<file path="src/rtl/u2u_pkg.sv">
// ----------------------------------------------------------------------------
// u2u_pkg
// Shared word types and decoder state for the UTF-8 to UTF-16 transcoder.
// ----------------------------------------------------------------------------
package u2u_pkg;

  typedef struct packed {
    logic [7:0] in_byte;
    logic       last_byte;
  } in_word_t;

  typedef struct packed {
    logic [15:0] code_unit;
    logic        run_last;
    logic        string_last;
  } out_word_t;

  typedef struct packed {
    logic [23:0] held_bytes;
    logic [1:0]  held_count;
    logic [2:0]  sequence_length;
  } dec_state_t;

  localparam int unsigned RunUnits = 3;

  typedef struct packed {
    logic [1:0]                 count;
    logic [RunUnits-1:0][15:0]  units;
    logic                       str_last;
  } run_t;

endpackage

</file>
<file path="src/rtl/u2u_decode.sv">
// ----------------------------------------------------------------------------
// u2u_decode
// Combinational decode of one byte against the pending sequence: next state
// and the run of zero to three UTF-16 units that the byte releases.
// ----------------------------------------------------------------------------
module u2u_decode
  import u2u_pkg::*;
(
  input  dec_state_t st,
  input  in_word_t   word,
  output dec_state_t st_nxt,
  output run_t       run
);

  localparam logic [15:0] REPL_UNIT = 16'hFFFD;
  localparam logic [20:0] SUPP_BASE = 21'h10000;
  localparam logic [15:0] HI_SURR   = 16'hD800;
  localparam logic [15:0] LO_SURR   = 16'hDC00;

  function automatic logic [2:0] lead_len(input logic [7:0] c);
    if (c[7] == 1'b0)              lead_len = 3'd1;
    else if ((c & 8'hE0) == 8'hC0) lead_len = 3'd2;
    else if ((c & 8'hF0) == 8'hE0) lead_len = 3'd3;
    else if ((c & 8'hF8) == 8'hF0) lead_len = 3'd4;
    else                           lead_len = 3'd0;
  endfunction

  function automatic logic [15:0] single_unit(input logic [7:0] c);
    single_unit = (c[7] == 1'b0) ? {8'h00, c} : REPL_UNIT;
  endfunction

  logic [7:0]  b;
  logic [7:0]  buf0, buf1, buf2, buf3;
  logic [2:0]  len;
  logic [2:0]  lb;
  logic [2:0]  l0;
  logic [2:0]  need;
  logic        hold;
  logic [20:0] cp;
  logic [20:0] sub;

  assign b    = word.in_byte;
  assign len  = {1'b0, st.held_count} + 3'd1;
  assign buf0 = (st.held_count == 2'd0) ? b : st.held_bytes[7:0];
  assign buf1 = (st.held_count == 2'd1) ? b : st.held_bytes[15:8];
  assign buf2 = (st.held_count == 2'd2) ? b : st.held_bytes[23:16];
  assign buf3 = b;
  assign lb   = lead_len(b);
  assign l0   = lead_len(buf0);
  assign need = (st.held_count != 2'd0) ? st.sequence_length :
                ((lb == 3'd0) ? 3'd1 : lb);
  assign hold = (len < need) && !word.last_byte;

  always_comb begin
    case (l0)
      3'd2:    cp = {10'd0, buf0[4:0], buf1[5:0]};
      3'd3:    cp = {5'd0, buf0[3:0], buf1[5:0], buf2[5:0]};
      3'd4:    cp = {buf0[2:0], buf1[5:0], buf2[5:0], buf3[5:0]};
      default: cp = {13'd0, buf0};
    endcase
  end

  assign sub = cp - SUPP_BASE;

  always_comb begin
    st_nxt       = '0;
    run          = '0;
    run.str_last = word.last_byte;
    if (hold) begin
      st_nxt.held_bytes      = st.held_bytes;
      case (st.held_count)
        2'd0:    st_nxt.held_bytes[7:0]   = b;
        2'd1:    st_nxt.held_bytes[15:8]  = b;
        default: st_nxt.held_bytes[23:16] = b;
      endcase
      st_nxt.held_count      = len[1:0];
      st_nxt.sequence_length = need;
    end else if (len >= need) begin
      if (l0 == 3'd0) begin
        run.count    = 2'd1;
        run.units[0] = REPL_UNIT;
      end else if (cp[20:16] != 5'd0) begin
        run.count    = 2'd2;
        run.units[0] = HI_SURR + {5'd0, sub[20:10]};
        run.units[1] = LO_SURR + {6'd0, sub[9:0]};
      end else begin
        run.count    = 2'd1;
        run.units[0] = cp[15:0];
      end
    end else begin
      // truncated at end of string: lead is replaced, tail decoded afresh
      run.units[0] = REPL_UNIT;
      case (len)
        3'd1: begin
          run.count = 2'd1;
        end
        3'd2: begin
          run.count    = 2'd2;
          run.units[1] = single_unit(buf1);
        end
        default: begin
          if (lead_len(buf1) == 3'd2) begin
            run.count    = 2'd2;
            run.units[1] = {5'd0, buf1[4:0], buf2[5:0]};
          end else begin
            run.count    = 2'd3;
            run.units[1] = single_unit(buf1);
            run.units[2] = single_unit(buf2);
          end
        end
      endcase
    end
  end

endmodule

</file>
<file path="src/rtl/u2u_emit.sv">
// ----------------------------------------------------------------------------
// u2u_emit
// Run register and serializer: holds one decoded run and sends its units one
// word per cycle on the result channel while out_ready is high.
// ----------------------------------------------------------------------------
module u2u_emit
  import u2u_pkg::*;
(
  input  logic      clk,
  input  logic      rst_n,
  input  logic      load,
  input  run_t      run,
  output logic      take_ok,
  output logic      out_valid,
  input  logic      out_ready,
  output out_word_t out_data
);

  logic       busy_r, busy_nxt;
  run_t       run_r;
  logic [1:0] idx_r, idx_nxt;
  logic       fin;
  logic       shift;

  assign fin       = (idx_r == (run_r.count - 2'd1));
  assign shift     = busy_r && out_ready;
  assign take_ok   = !busy_r || (shift && fin);
  assign out_valid = busy_r;

  assign out_data.code_unit   = run_r.units[idx_r];
  assign out_data.run_last    = fin;
  assign out_data.string_last = fin && run_r.str_last;

  always_comb begin
    busy_nxt = busy_r;
    idx_nxt  = idx_r;
    if (load) begin
      busy_nxt = 1'b1;
      idx_nxt  = 2'd0;
    end else if (shift) begin
      if (fin) begin
        busy_nxt = 1'b0;
        idx_nxt  = 2'd0;
      end else begin
        idx_nxt = idx_r + 2'd1;
      end
    end
  end

  always_ff @(posedge clk) begin
    if (!rst_n) begin
      busy_r <= 1'b0;
      idx_r  <= 2'd0;
    end else begin
      busy_r <= busy_nxt;
      idx_r  <= idx_nxt;
    end
  end

  always_ff @(posedge clk) begin
    if (load) begin
      run_r <= run;
    end
  end

endmodule

</file>
<file path="src/rtl/utf8_to_utf16_transcoder.sv">
// ----------------------------------------------------------------------------
// utf8_to_utf16_transcoder
// Lenient UTF-8 to UTF-16 transcoder, one byte word in, one code unit word out.
//
// Input channel in_valid/in_ready/in_data carries a byte and an end-of-string
// flag. Output channel out_valid/out_ready/out_data carries one UTF-16 code
// unit per word, with run_last on the final unit caused by a byte and
// string_last on the final unit of the string.
// An accepted byte is held in the input register and decoded from it; its run
// of units is loaded into the run register once the serializer can take it,
// and the first unit is offered from there. Throughput is one byte per cycle
// while the output keeps up; a byte releasing k units holds the input side
// until the serializer has sent them, one per cycle while out_ready is high.
// Bytes that only extend a pending sequence release nothing and pass at
// full rate even while the receiver stalls, until the input register backs
// up behind a run that is still waiting.
// Reset clears pending sequence state and drops any run not yet delivered.
// ----------------------------------------------------------------------------
module utf8_to_utf16_transcoder
  import u2u_pkg::*;
(
  input  logic      clk,
  input  logic      rst_n,
  input  logic      in_valid,
  output logic      in_ready,
  input  in_word_t  in_data,
  output logic      out_valid,
  input  logic      out_ready,
  output out_word_t out_data
);

  logic       inv_r;
  in_word_t   in_r;
  dec_state_t st_r;
  dec_state_t st_nxt;
  run_t       run;
  logic       take_ok;
  logic       dec_fire;
  logic       load;

  u2u_decode u_decode (
    .st     (st_r),
    .word   (in_r),
    .st_nxt (st_nxt),
    .run    (run)
  );

  assign dec_fire = inv_r && ((run.count == 2'd0) || take_ok);
  assign load     = dec_fire && (run.count != 2'd0);
  assign in_ready = !inv_r || dec_fire;

  u2u_emit u_emit (
    .clk       (clk),
    .rst_n     (rst_n),
    .load      (load),
    .run       (run),
    .take_ok   (take_ok),
    .out_valid (out_valid),
    .out_ready (out_ready),
    .out_data  (out_data)
  );

  always_ff @(posedge clk) begin
    if (!rst_n) begin
      inv_r <= 1'b0;
      st_r  <= '0;
    end else begin
      if (in_valid && in_ready) begin
        inv_r <= 1'b1;
      end else if (dec_fire) begin
        inv_r <= 1'b0;
      end
      if (dec_fire) begin
        st_r <= st_nxt;
      end
    end
  end

  always_ff @(posedge clk) begin
    if (in_valid && in_ready) begin
      in_r <= in_data;
    end
  end

  a_eos_clears: assert property (@(posedge clk) disable iff (!rst_n)
    dec_fire && in_r.last_byte |=> st_r.held_count == 2'd0)
    else $error("pending bytes survive end of string");

  a_need_exceeds_held: assert property (@(posedge clk) disable iff (!rst_n)
    st_r.held_count != 2'd0 |-> st_r.sequence_length > {1'b0, st_r.held_count})
    else $error("held bytes already cover announced length");

  a_str_last_final: assert property (@(posedge clk) disable iff (!rst_n)
    out_valid && out_data.string_last |-> out_data.run_last)
    else $error("string_last on a unit that does not end its run");

  a_last_yields_run: assert property (@(posedge clk) disable iff (!rst_n)
    dec_fire && in_r.last_byte |-> load)
    else $error("end of string released no units");

endmodule

</file>
<file path="config.mk">
export PLATFORM = sky130hd
export DESIGN_NAME = utf8_to_utf16_transcoder
export DESIGN_NICKNAME = d
export VERILOG_FILES = /design/src/rtl/u2u_pkg.sv /design/src/rtl/u2u_decode.sv /design/src/rtl/u2u_emit.sv /design/src/rtl/utf8_to_utf16_transcoder.sv
export SDC_FILE = /design/constraint.sdc
export NUM_CORES = 1
export LEC_CHECK = 0
export BUFFER_PORTS_ARGS = -buffer_cell sky130_fd_sc_hd__buf_4
export CAP_MARGIN = 20
export CORE_AREA = 2 2 112 114
export DETAILED_ROUTE_END_ITERATION = 10
export DIE_AREA = 0 0 114 116
export PLACE_DENSITY = 0.66
export SLEW_MARGIN = 10
export SYNTH_ARGS = -nofsm -noshare
export SYNTH_HDL_FRONTEND = slang
export SYNTH_HIERARCHICAL = 1
export SYNTH_SLANG_ARGS = --single-unit
</file>
<file path="constraint.sdc">
create_clock -name clk -period 6.55 [get_ports clk]
set_input_delay 0.655 -clock clk [delete_from_list [all_inputs] [get_ports clk]]
set_output_delay 0.655 -clock clk [all_outputs]
set_load 0.005 [all_outputs]
</file>
# Yosys cells after proc, flatten, opt, wreduce, memory -nomap -nowiden
# Cells that the tools add are included.
# word_totals
reg_bits	93
latchBits	0
mem_bits_rw	0
mem_bits_ro	0
output_inout_bits	20
wordCells	126
mem_count	0
# op_classes
addsub	6
mul	0
div_mod_pow	0
magnitude_cmp	3
n_eq_ne	19
n_shift	0
n_mux	49
n_bitwise	2
reduce_logical	31
# op_table
operator	count
two-way mux 16 bit	11
case mux 21 bit (3 select lines)	1
two-way mux 3 bit	17
two-way mux 50 bit	1
binary-select mux 16 bit (select 2 bit)	1
two-way mux 32 bit	1
two-way mux 8 bit	4
case mux 16 bit (2 select lines)	1
two-way mux 29 bit	1
subtractor 21 x 17 -> 21 bit (second input constant)	1
adder 15 x 11 -> 16 bit (first input constant)	1
adder 15 x 12 -> 16 bit (first input constant)	1
== test 5 bit (second input constant)	3
== test 3 x 2 -> 1 bit (second input constant)	4
== test 3 bit (second input constant)	4
== test 4 bit (second input constant)	3
nonzero test 2 bit	5
two-way mux 2 bit	4
logical AND 1 bit	7
zero test 3 bit	2
two-way mux 1 bit	6
OR reduction 2 bit	3
OR reduction 6 bit	1
nonzero test 5 bit	1
19 further kinds	26

# Logic depth before layout (Yosys ltp)
# Gate-level depths: netlist of the first run.
# logic_depth
ltp_word	22
mapped_depth	22
ltp_nobuf	16

# Modules after synthesis
# The synthesis of the first run kept the hierarchy.
# modules_own_cells
module	instances	cells_per_inst	area_per_inst_um2	seq_area_each_um2
u2u_decode	1	331	2285.9	0.0
u2u_emit	1	130	2084.5	1591.5
utf8_to_utf16_transcoder	1	144	1519.0	870.8

# Worst setup path after synthesis of the first run
# No wires, ideal clock.
# synth_timing
kind	flip-flop to flip-flop
startpoint	register st_r[3] in the netlist's numbering
endpoint	register u_emit.idx_r[1]
setup_time_ps	120
t_arrival_ps	4149
required_ps	6430
setup_slack_ps	2282
stages_incl_launch_ff	21
n_path_buf	4
period_less_slack_ps	4268
cell_sequence	dfxtp_1 > inv_1 > ha_1 > buf_6 > and3_1 > buf_4 > a21oi_1 > ha_1 > nand2b_1 > a21o_1 > a21oi_1 > nor3_2 > o21a_1 > nor2_2 > o21a_1 > buf_6 > buf_8 > and2b_2 > inv_1 > nand2_1 > nor3_1
# synth_lines
element	line_no	rtl
start, declared	utf8_to_utf16_transcoder.sv:34	dec_state_t st_r;
start signal, assigned	utf8_to_utf16_transcoder.sv:74	st_r <= st_nxt;
end signal, assigned	u2u_emit.sv:56	idx_r <= idx_nxt;
end, declared	u2u_emit.sv:21	logic [1:0] idx_r, idx_nxt;

==> results.yml, run 1 <==
synthesis:
  ys_types: 87
  syn_area_per_cell_um2: 9.73
  synth_compound_area_frac: 0.178
  yosysWarnings: 6
  syn_inst: 605
  synthSimpleGateAreaFrac: 0.168
  synth-seq-cells: 93
  yosysSeqAreaShare: 0.418
  synth_edf_count: 60
  syn_nets: 627
  synthMuxAreaShare: 0.136
  synthAdderAreaFrac: 0.0191
  synth_xor_area_frac: 0.00574
  synthesis.area_um2: 5890
  ys.flop_type: "edfxtp_1"
  synth_top_family_by_area: "compound AO/OA/AOI/OAI gates"
  synthArstFlopShare: 0
sta:
  worst_pin_slew_ns: 0.898
  slew_headroom: 0.384
  maxSlewViolCount: 0
  finalClockSkew_ns: 0.0160
  final.min_clock_period_ns: 4.98
  setup_violations: 0
  timing.hold.ws_ns: 0.459
  max_freq_mhz: 201
  rsz0062_at_grt: "no"
  final_hold_viol_count: 0
  fin_tns_setup_ns: 0
  timing.final.crit_share: 0.761
die:
  io_pins: 33
  dieArea_um2: 13200
  placementRows: 40
  die_x_um: 114
  initial_core_util: 0.494
  die_h_um: 116
  core_um2: 11900
critical_path:
  cp_slowest_cell: "a21oi_2"
  max_stage_delay_ns: 0.46
  critical_path_required_ns: 5.89
  start_kind: "flop"
  worstReg2RegEnd: "u_emit/run_r[6]"
  reg2reg_from: "st_r[3]"
  crit_path_end_kind: "primary output"
  cp_max_fo: 19
  r2r_slack_ns: 1.66
  cp_cell_sequence: "inv_1 -> ha_1 -> buf_4 -> and3b_1 -> o22ai_4 -> nor2_1 -> inv_1 -> ha_1 -> o21ai_4 -> a21oi_2 -> o21a_1 -> nor2_2 -> or3b_4 -> buf_4"
  rr_worst_depth: 14
  crit_arrival_ns: 4.33
  path_class: "reg -> out"
drt:
  drc: 0
  drt-total-wl_um: 15500
  drt_first_pass_iters: 5
  avgViaCountPerCell: 6.15
  route.vias.total: 4624
  ant_nets: 0
  drt_iter0_markers: 404
  post_drt_wl_per_cell_um: 20.6
clock_tree:
  clock_path_buffers: 2
  cts_sinks: 93
  holdBufCountCts: 0
  clockRootBuffer: "clkbuf_16"
  h-tree-depth: 3
  post_cts_buffers: 0
  cts_tree: "yes"
  ctsResizeCount: 0
  path_clk_slew_ns: 0.06
  cts_buffers: 9
  clk-insertion-delay-late_ns: 0.36
status:
  outcome: "complete, no violations"
power:
  sw_frac_of_total: 0.266
  p_comb_frac: 0.138
  ir_worst_vdd_mv: 0.146
  seqPwrFrac: 0.480
  net-switching-power_mw: 0.374
  pwr_density_cell_nw_per_um2: 223
  intPower_mw: 1.03
  p_leak_nw: 2.10
  pwr-share-clk: 0.381
global_route:
  grt_pass1_wl_um: 24200
  grt_start_max_net_pins: 62
  grt_overflow: 0
  antenna_found_initial: 0
  globalRouteTotalUtil: 0.243
  grt_pass1_vias: 4240
cells_and_area:
  multi_input_area_um2: 2980
  seq_area_um2: 2460
  fillers: 1098
  antenna-diode-count: 0
  final_common_cell: "nand2_1"
  layout.nets: 622
  drive_gt1_frac: 0.154
  area.growth.synth_to_final_pct: 6.88
  final_cell_mix: "nand2_1 (112), mux2i_1 (67), edfxtp_1 (60)"
min_path:
  min_to: "st_r[16]"
  hold_depth: 2
  hold_path.class: "reg -> reg"
  worstHoldStart: "st_r[16]"
placed_design:
  place.gp.congestion: 0.938
  port_buffers: 32
  hpwl_um: 11100
flow_run:
  maxCapViolations: 0
worst max-delay path: cells and delay by family, from the launching register on:
family / cells / cell delay (ns)
adders and majority gates: 2 / 0.64
AOI/OAI and AO/OA: 4 / 1.29
and+or+nand+nor: 4 / 0.90
DFF: 1 / 0.38
buffers and inverters: 4 / 0.73
synth_stat cells (9+ instances only):
master      n  area [um^2]
o21ai_0    28          140
nand2_1   112          420
clkbuf_1   15         56.3
inv_1      11         41.3
buf_2      14         70.1
edfxtp_1   60         1800
mux2i_1    67          671
dfxtp_1    33          661
a221oi_1   11         96.3
buf_4      19          143
ha_1        9          113
nor2_1     40          150
a21oi_1    40          200
layer usage:
metal  vias up  wire length, um  GRT usage
met5         -                0          0
met2       204             7220      0.383
met1      2197             6870      0.321
met3        31              962     0.0455
li1       2192                -          -
met4         0              444      0.124
power by group through the flow:
stage	clock (mW)	sequential (mW)	combinational [mW]
final	0.536	0.674	0.194
after floorplan	0	0.678	0.144
after global routing	0.570	0.677	0.210
after detailed placement	0	0.688	0.193
after CTS	0.546	0.675	0.193
after global placement	0	0.687	0.191
how the worst max path moves through the flow:
stage                     depth (start not counted)                to    start  slack [ns]
after global routing                             14          in_ready  st_r[3]        1.31
after global placement                           14  u_emit/run_r[36]  st_r[3]        1.85
after CTS                                        14          in_ready  st_r[3]        1.61
after floorplan                                  20   u_emit/idx_r[1]  st_r[3]        2.28
final                                            14          in_ready  st_r[3]        1.57
after detailed placement                         14  u_emit/run_r[33]  st_r[3]        1.70
final cells by class:
cell class	count	share of cell area
Multi-Input combinational cell	442	0.474
Sequential cell	93	0.391
Timing Repair Buffer	43	0.0513
Clock buffer	10	0.0364
Tap cell	147	0.0292
Clock inverter	6	0.0113
Inverter	11	0.00656
flip-flops by register name, indices dropped and copies added (netlist names):
| name | count |
|---|---|
| u_emit/out_valid | 1 |
| st_r | 29 |
| in_r | 9 |
| u_emit/run_r | 51 |
| inv_r | 1 |
| u_emit/idx_r | 2 |
logic make-up (layout without fill, tap and decap cells):
logic type               count (synthesis)  after routing
flip-flops                              93             93
AND/OR/NAND/NOR                        207            207
buffers and inverters                   70             70
AO/OA/AOI/OAI                          146            146
XOR/XNOR                                 3              3
adder cells (fa/ha/maj)                  9              9
multiplexers                            77             77
through the flow:
| stage | cell area, um^2 | std cells | power (mW) | utilization | setup slack (ns) |
|---|---|---|---|---|---|
| after floorplan | 5890 | 605 | 0.821 | - | 2.28 |
| after global placement | 5990 | 736 | 0.878 | 0.503 | 1.85 |
| after detailed placement | 5990 | 736 | 0.880 | 0.503 | 1.70 |
| after CTS | 6290 | 752 | 1.41 | 0.528 | 1.61 |
| after global routing | 6290 | 752 | 1.46 | 0.528 | 1.31 |
| final | 6290 | 752 | 1.40 | 0.528 | 1.57 |
Power figures use the tool's default switching activity.
==> run 2: changes to the inputs <==
==> constraint.sdc (replaced) <==
create_clock -name clk -period 5.2 [get_ports clk]
set_input_delay 0.52 -clock clk [delete_from_list [all_inputs] [get_ports clk]]
set_output_delay 0.52 -clock clk [all_outputs]
set_load 0.005 [all_outputs]
==> results.yml, run 2 (same netlist as run 1, synthesis figures left out) <==
cells_and_area:
  multi_input_area_um2: 2980
  stdcell_count: 755
  final_common_cell: "nand2_1"
  layout.nets: 625
  drive_gt1_frac: 0.158
  fillers: 1101
  antenna-diode-count: 0
  top_regs: "u_emit/run_r: 51 flops, st_r: 29 flops, in_r: 9 flops"
  final_area_um2: 6290
  final_cell_mix: "nand2_1 (112), mux2i_1 (67), edfxtp_1 (60)"
  final_util: 0.528
  largest_reg_flops: 51
  top_register: "u_emit/run_r"
  seq_area_um2: 2460
  area.growth.synth_to_final_pct: 6.82
critical_path:
  start_kind: "flop"
  rr_worst_depth: 12
  critical_path_required_ns: 4.68
  crit_path_end_kind: "primary output"
  path_class: "reg -> out"
  reg2reg_from: "st_r[3]"
  cp_max_fo: 14
  cp-startpoint: "st_r[3]"
  crit_arrival_ns: 4.09
clock_tree:
  cts_sinks: 93
  h-tree-depth: 3
  holdBufCountCts: 0
  cts_tree: "yes"
  post_cts_buffers: 0
  clk-insertion-delay-late_ns: 0.35
  cts_buffers: 9
  clock_path_buffers: 2
  ctsResizeCount: 0
  path_clk_slew_ns: 0.06
  clockRootBuffer: "clkbuf_16"
die:
  placementRows: 40
  io_pins: 33
  initial_core_util: 0.494
  dieArea_um2: 13200
  die_h_um: 116
  die_x_um: 114
  core_um2: 11900
drt:
  drt-total-wl_um: 15600
  ant_nets: 0
  highest_layer: "met4"
  drt_first_pass_iters: 6
  drc: 0
  post_drt_wl_per_cell_um: 20.7
  wl_met1_um: 7030
  wl_met2_um: 7460
  route.vias.total: 4569
  avgViaCountPerCell: 6.05
  drt_iter0_markers: 403
  dr_wl_met3_um: 906
sta:
  layout_setup_ws_ns: 0.591
  worst_pin_slew_ns: 0.894
  setup_violations: 0
  max_freq_mhz: 217
  timing.final.crit_share: 0.886
  maxSlewViolCount: 0
  rsz0062_at_grt: "no"
  timing.hold.ws_ns: 0.344
  finalClockSkew_ns: 0.0118
  slew_headroom: 0.387
  final_hold_viol_count: 0
  final.min_clock_period_ns: 4.61
  fin_tns_setup_ns: 0
power:
  p_leak_nw: 2.11
  pwr_density_cell_nw_per_um2: 271
  finalPower_mw: 1.70
  ir_worst_vdd_mv: 0.199
global_route:
  grt_pass1_vias: 4378
  grt_start_max_net_pins: 62
  globalRouteTotalUtil: 0.249
  grt_overflow: 0
  grt_pass1_wl_um: 24800
  antenna_found_initial: 0
placed_design:
  place_ws_ns: 0.914
  hpwl_um: 11400
  port_buffers: 32
  placed_cells: 739
  post_dp_cell_area_um2: 6020
  place.gp.congestion: 0.944
flow_run:
  maxCapViolations: 0
min_path:
  worstHoldStart: "in_data[0]"
  hold_depth: 1
  hold_path.class: "in -> reg"
status:
  outcome: "complete, no violations"
## run 2: cell count changes in the layout (fill, tap and decap cells not counted), sizes merged
cell,change
buf,+3
clkbuf,-1
clkinvlp,-1
bufinv,-1
clkinv,+3
## run 2: worst max-delay path: stages (launching register included)
cell and delay [ns]:
dfxtp_1 0.45, inv_1 0.11, ha_1 0.39, and3b_1 0.54, o22ai_4 0.22, or2_2 0.36
ha_1 0.26, o21a_4 0.17, nor3_2 0.42, o21a_1 0.23, nor2_2 0.06, or3b_4 0.38
buf_4 0.15
## run 2: report_power, final
group	switching (mW)	internal, mW	total [mW]
Sequential	0.0207	0.828	0.849
Clock	0.285	0.325	0.611
Combinational	0.151	0.0947	0.245
## run 2: final cells by class
type	count	area share
tap	147	0.0292
sequential	93	0.391
multi-input combinational	442	0.474
clock inverter	7	0.00776
inverter	11	0.00656
timing repair buffer	46	0.0549
clock buffer	9	0.0358
## run 2: worst paths after layout
path	endpoint	slack [ns]
min	in_r[0]	0.34
max	in_ready	0.59
min reg2reg	st_r[17]	0.46
max reg2reg	u_emit/run_r[38]	0.86
## run 2: per-layer routing
metal,up-vias,global-route usage
li1,2205,-
met1,2177,0.330
met2,168,0.405
met3,19,0.0659
met4,0,0.0683
met5,-,0
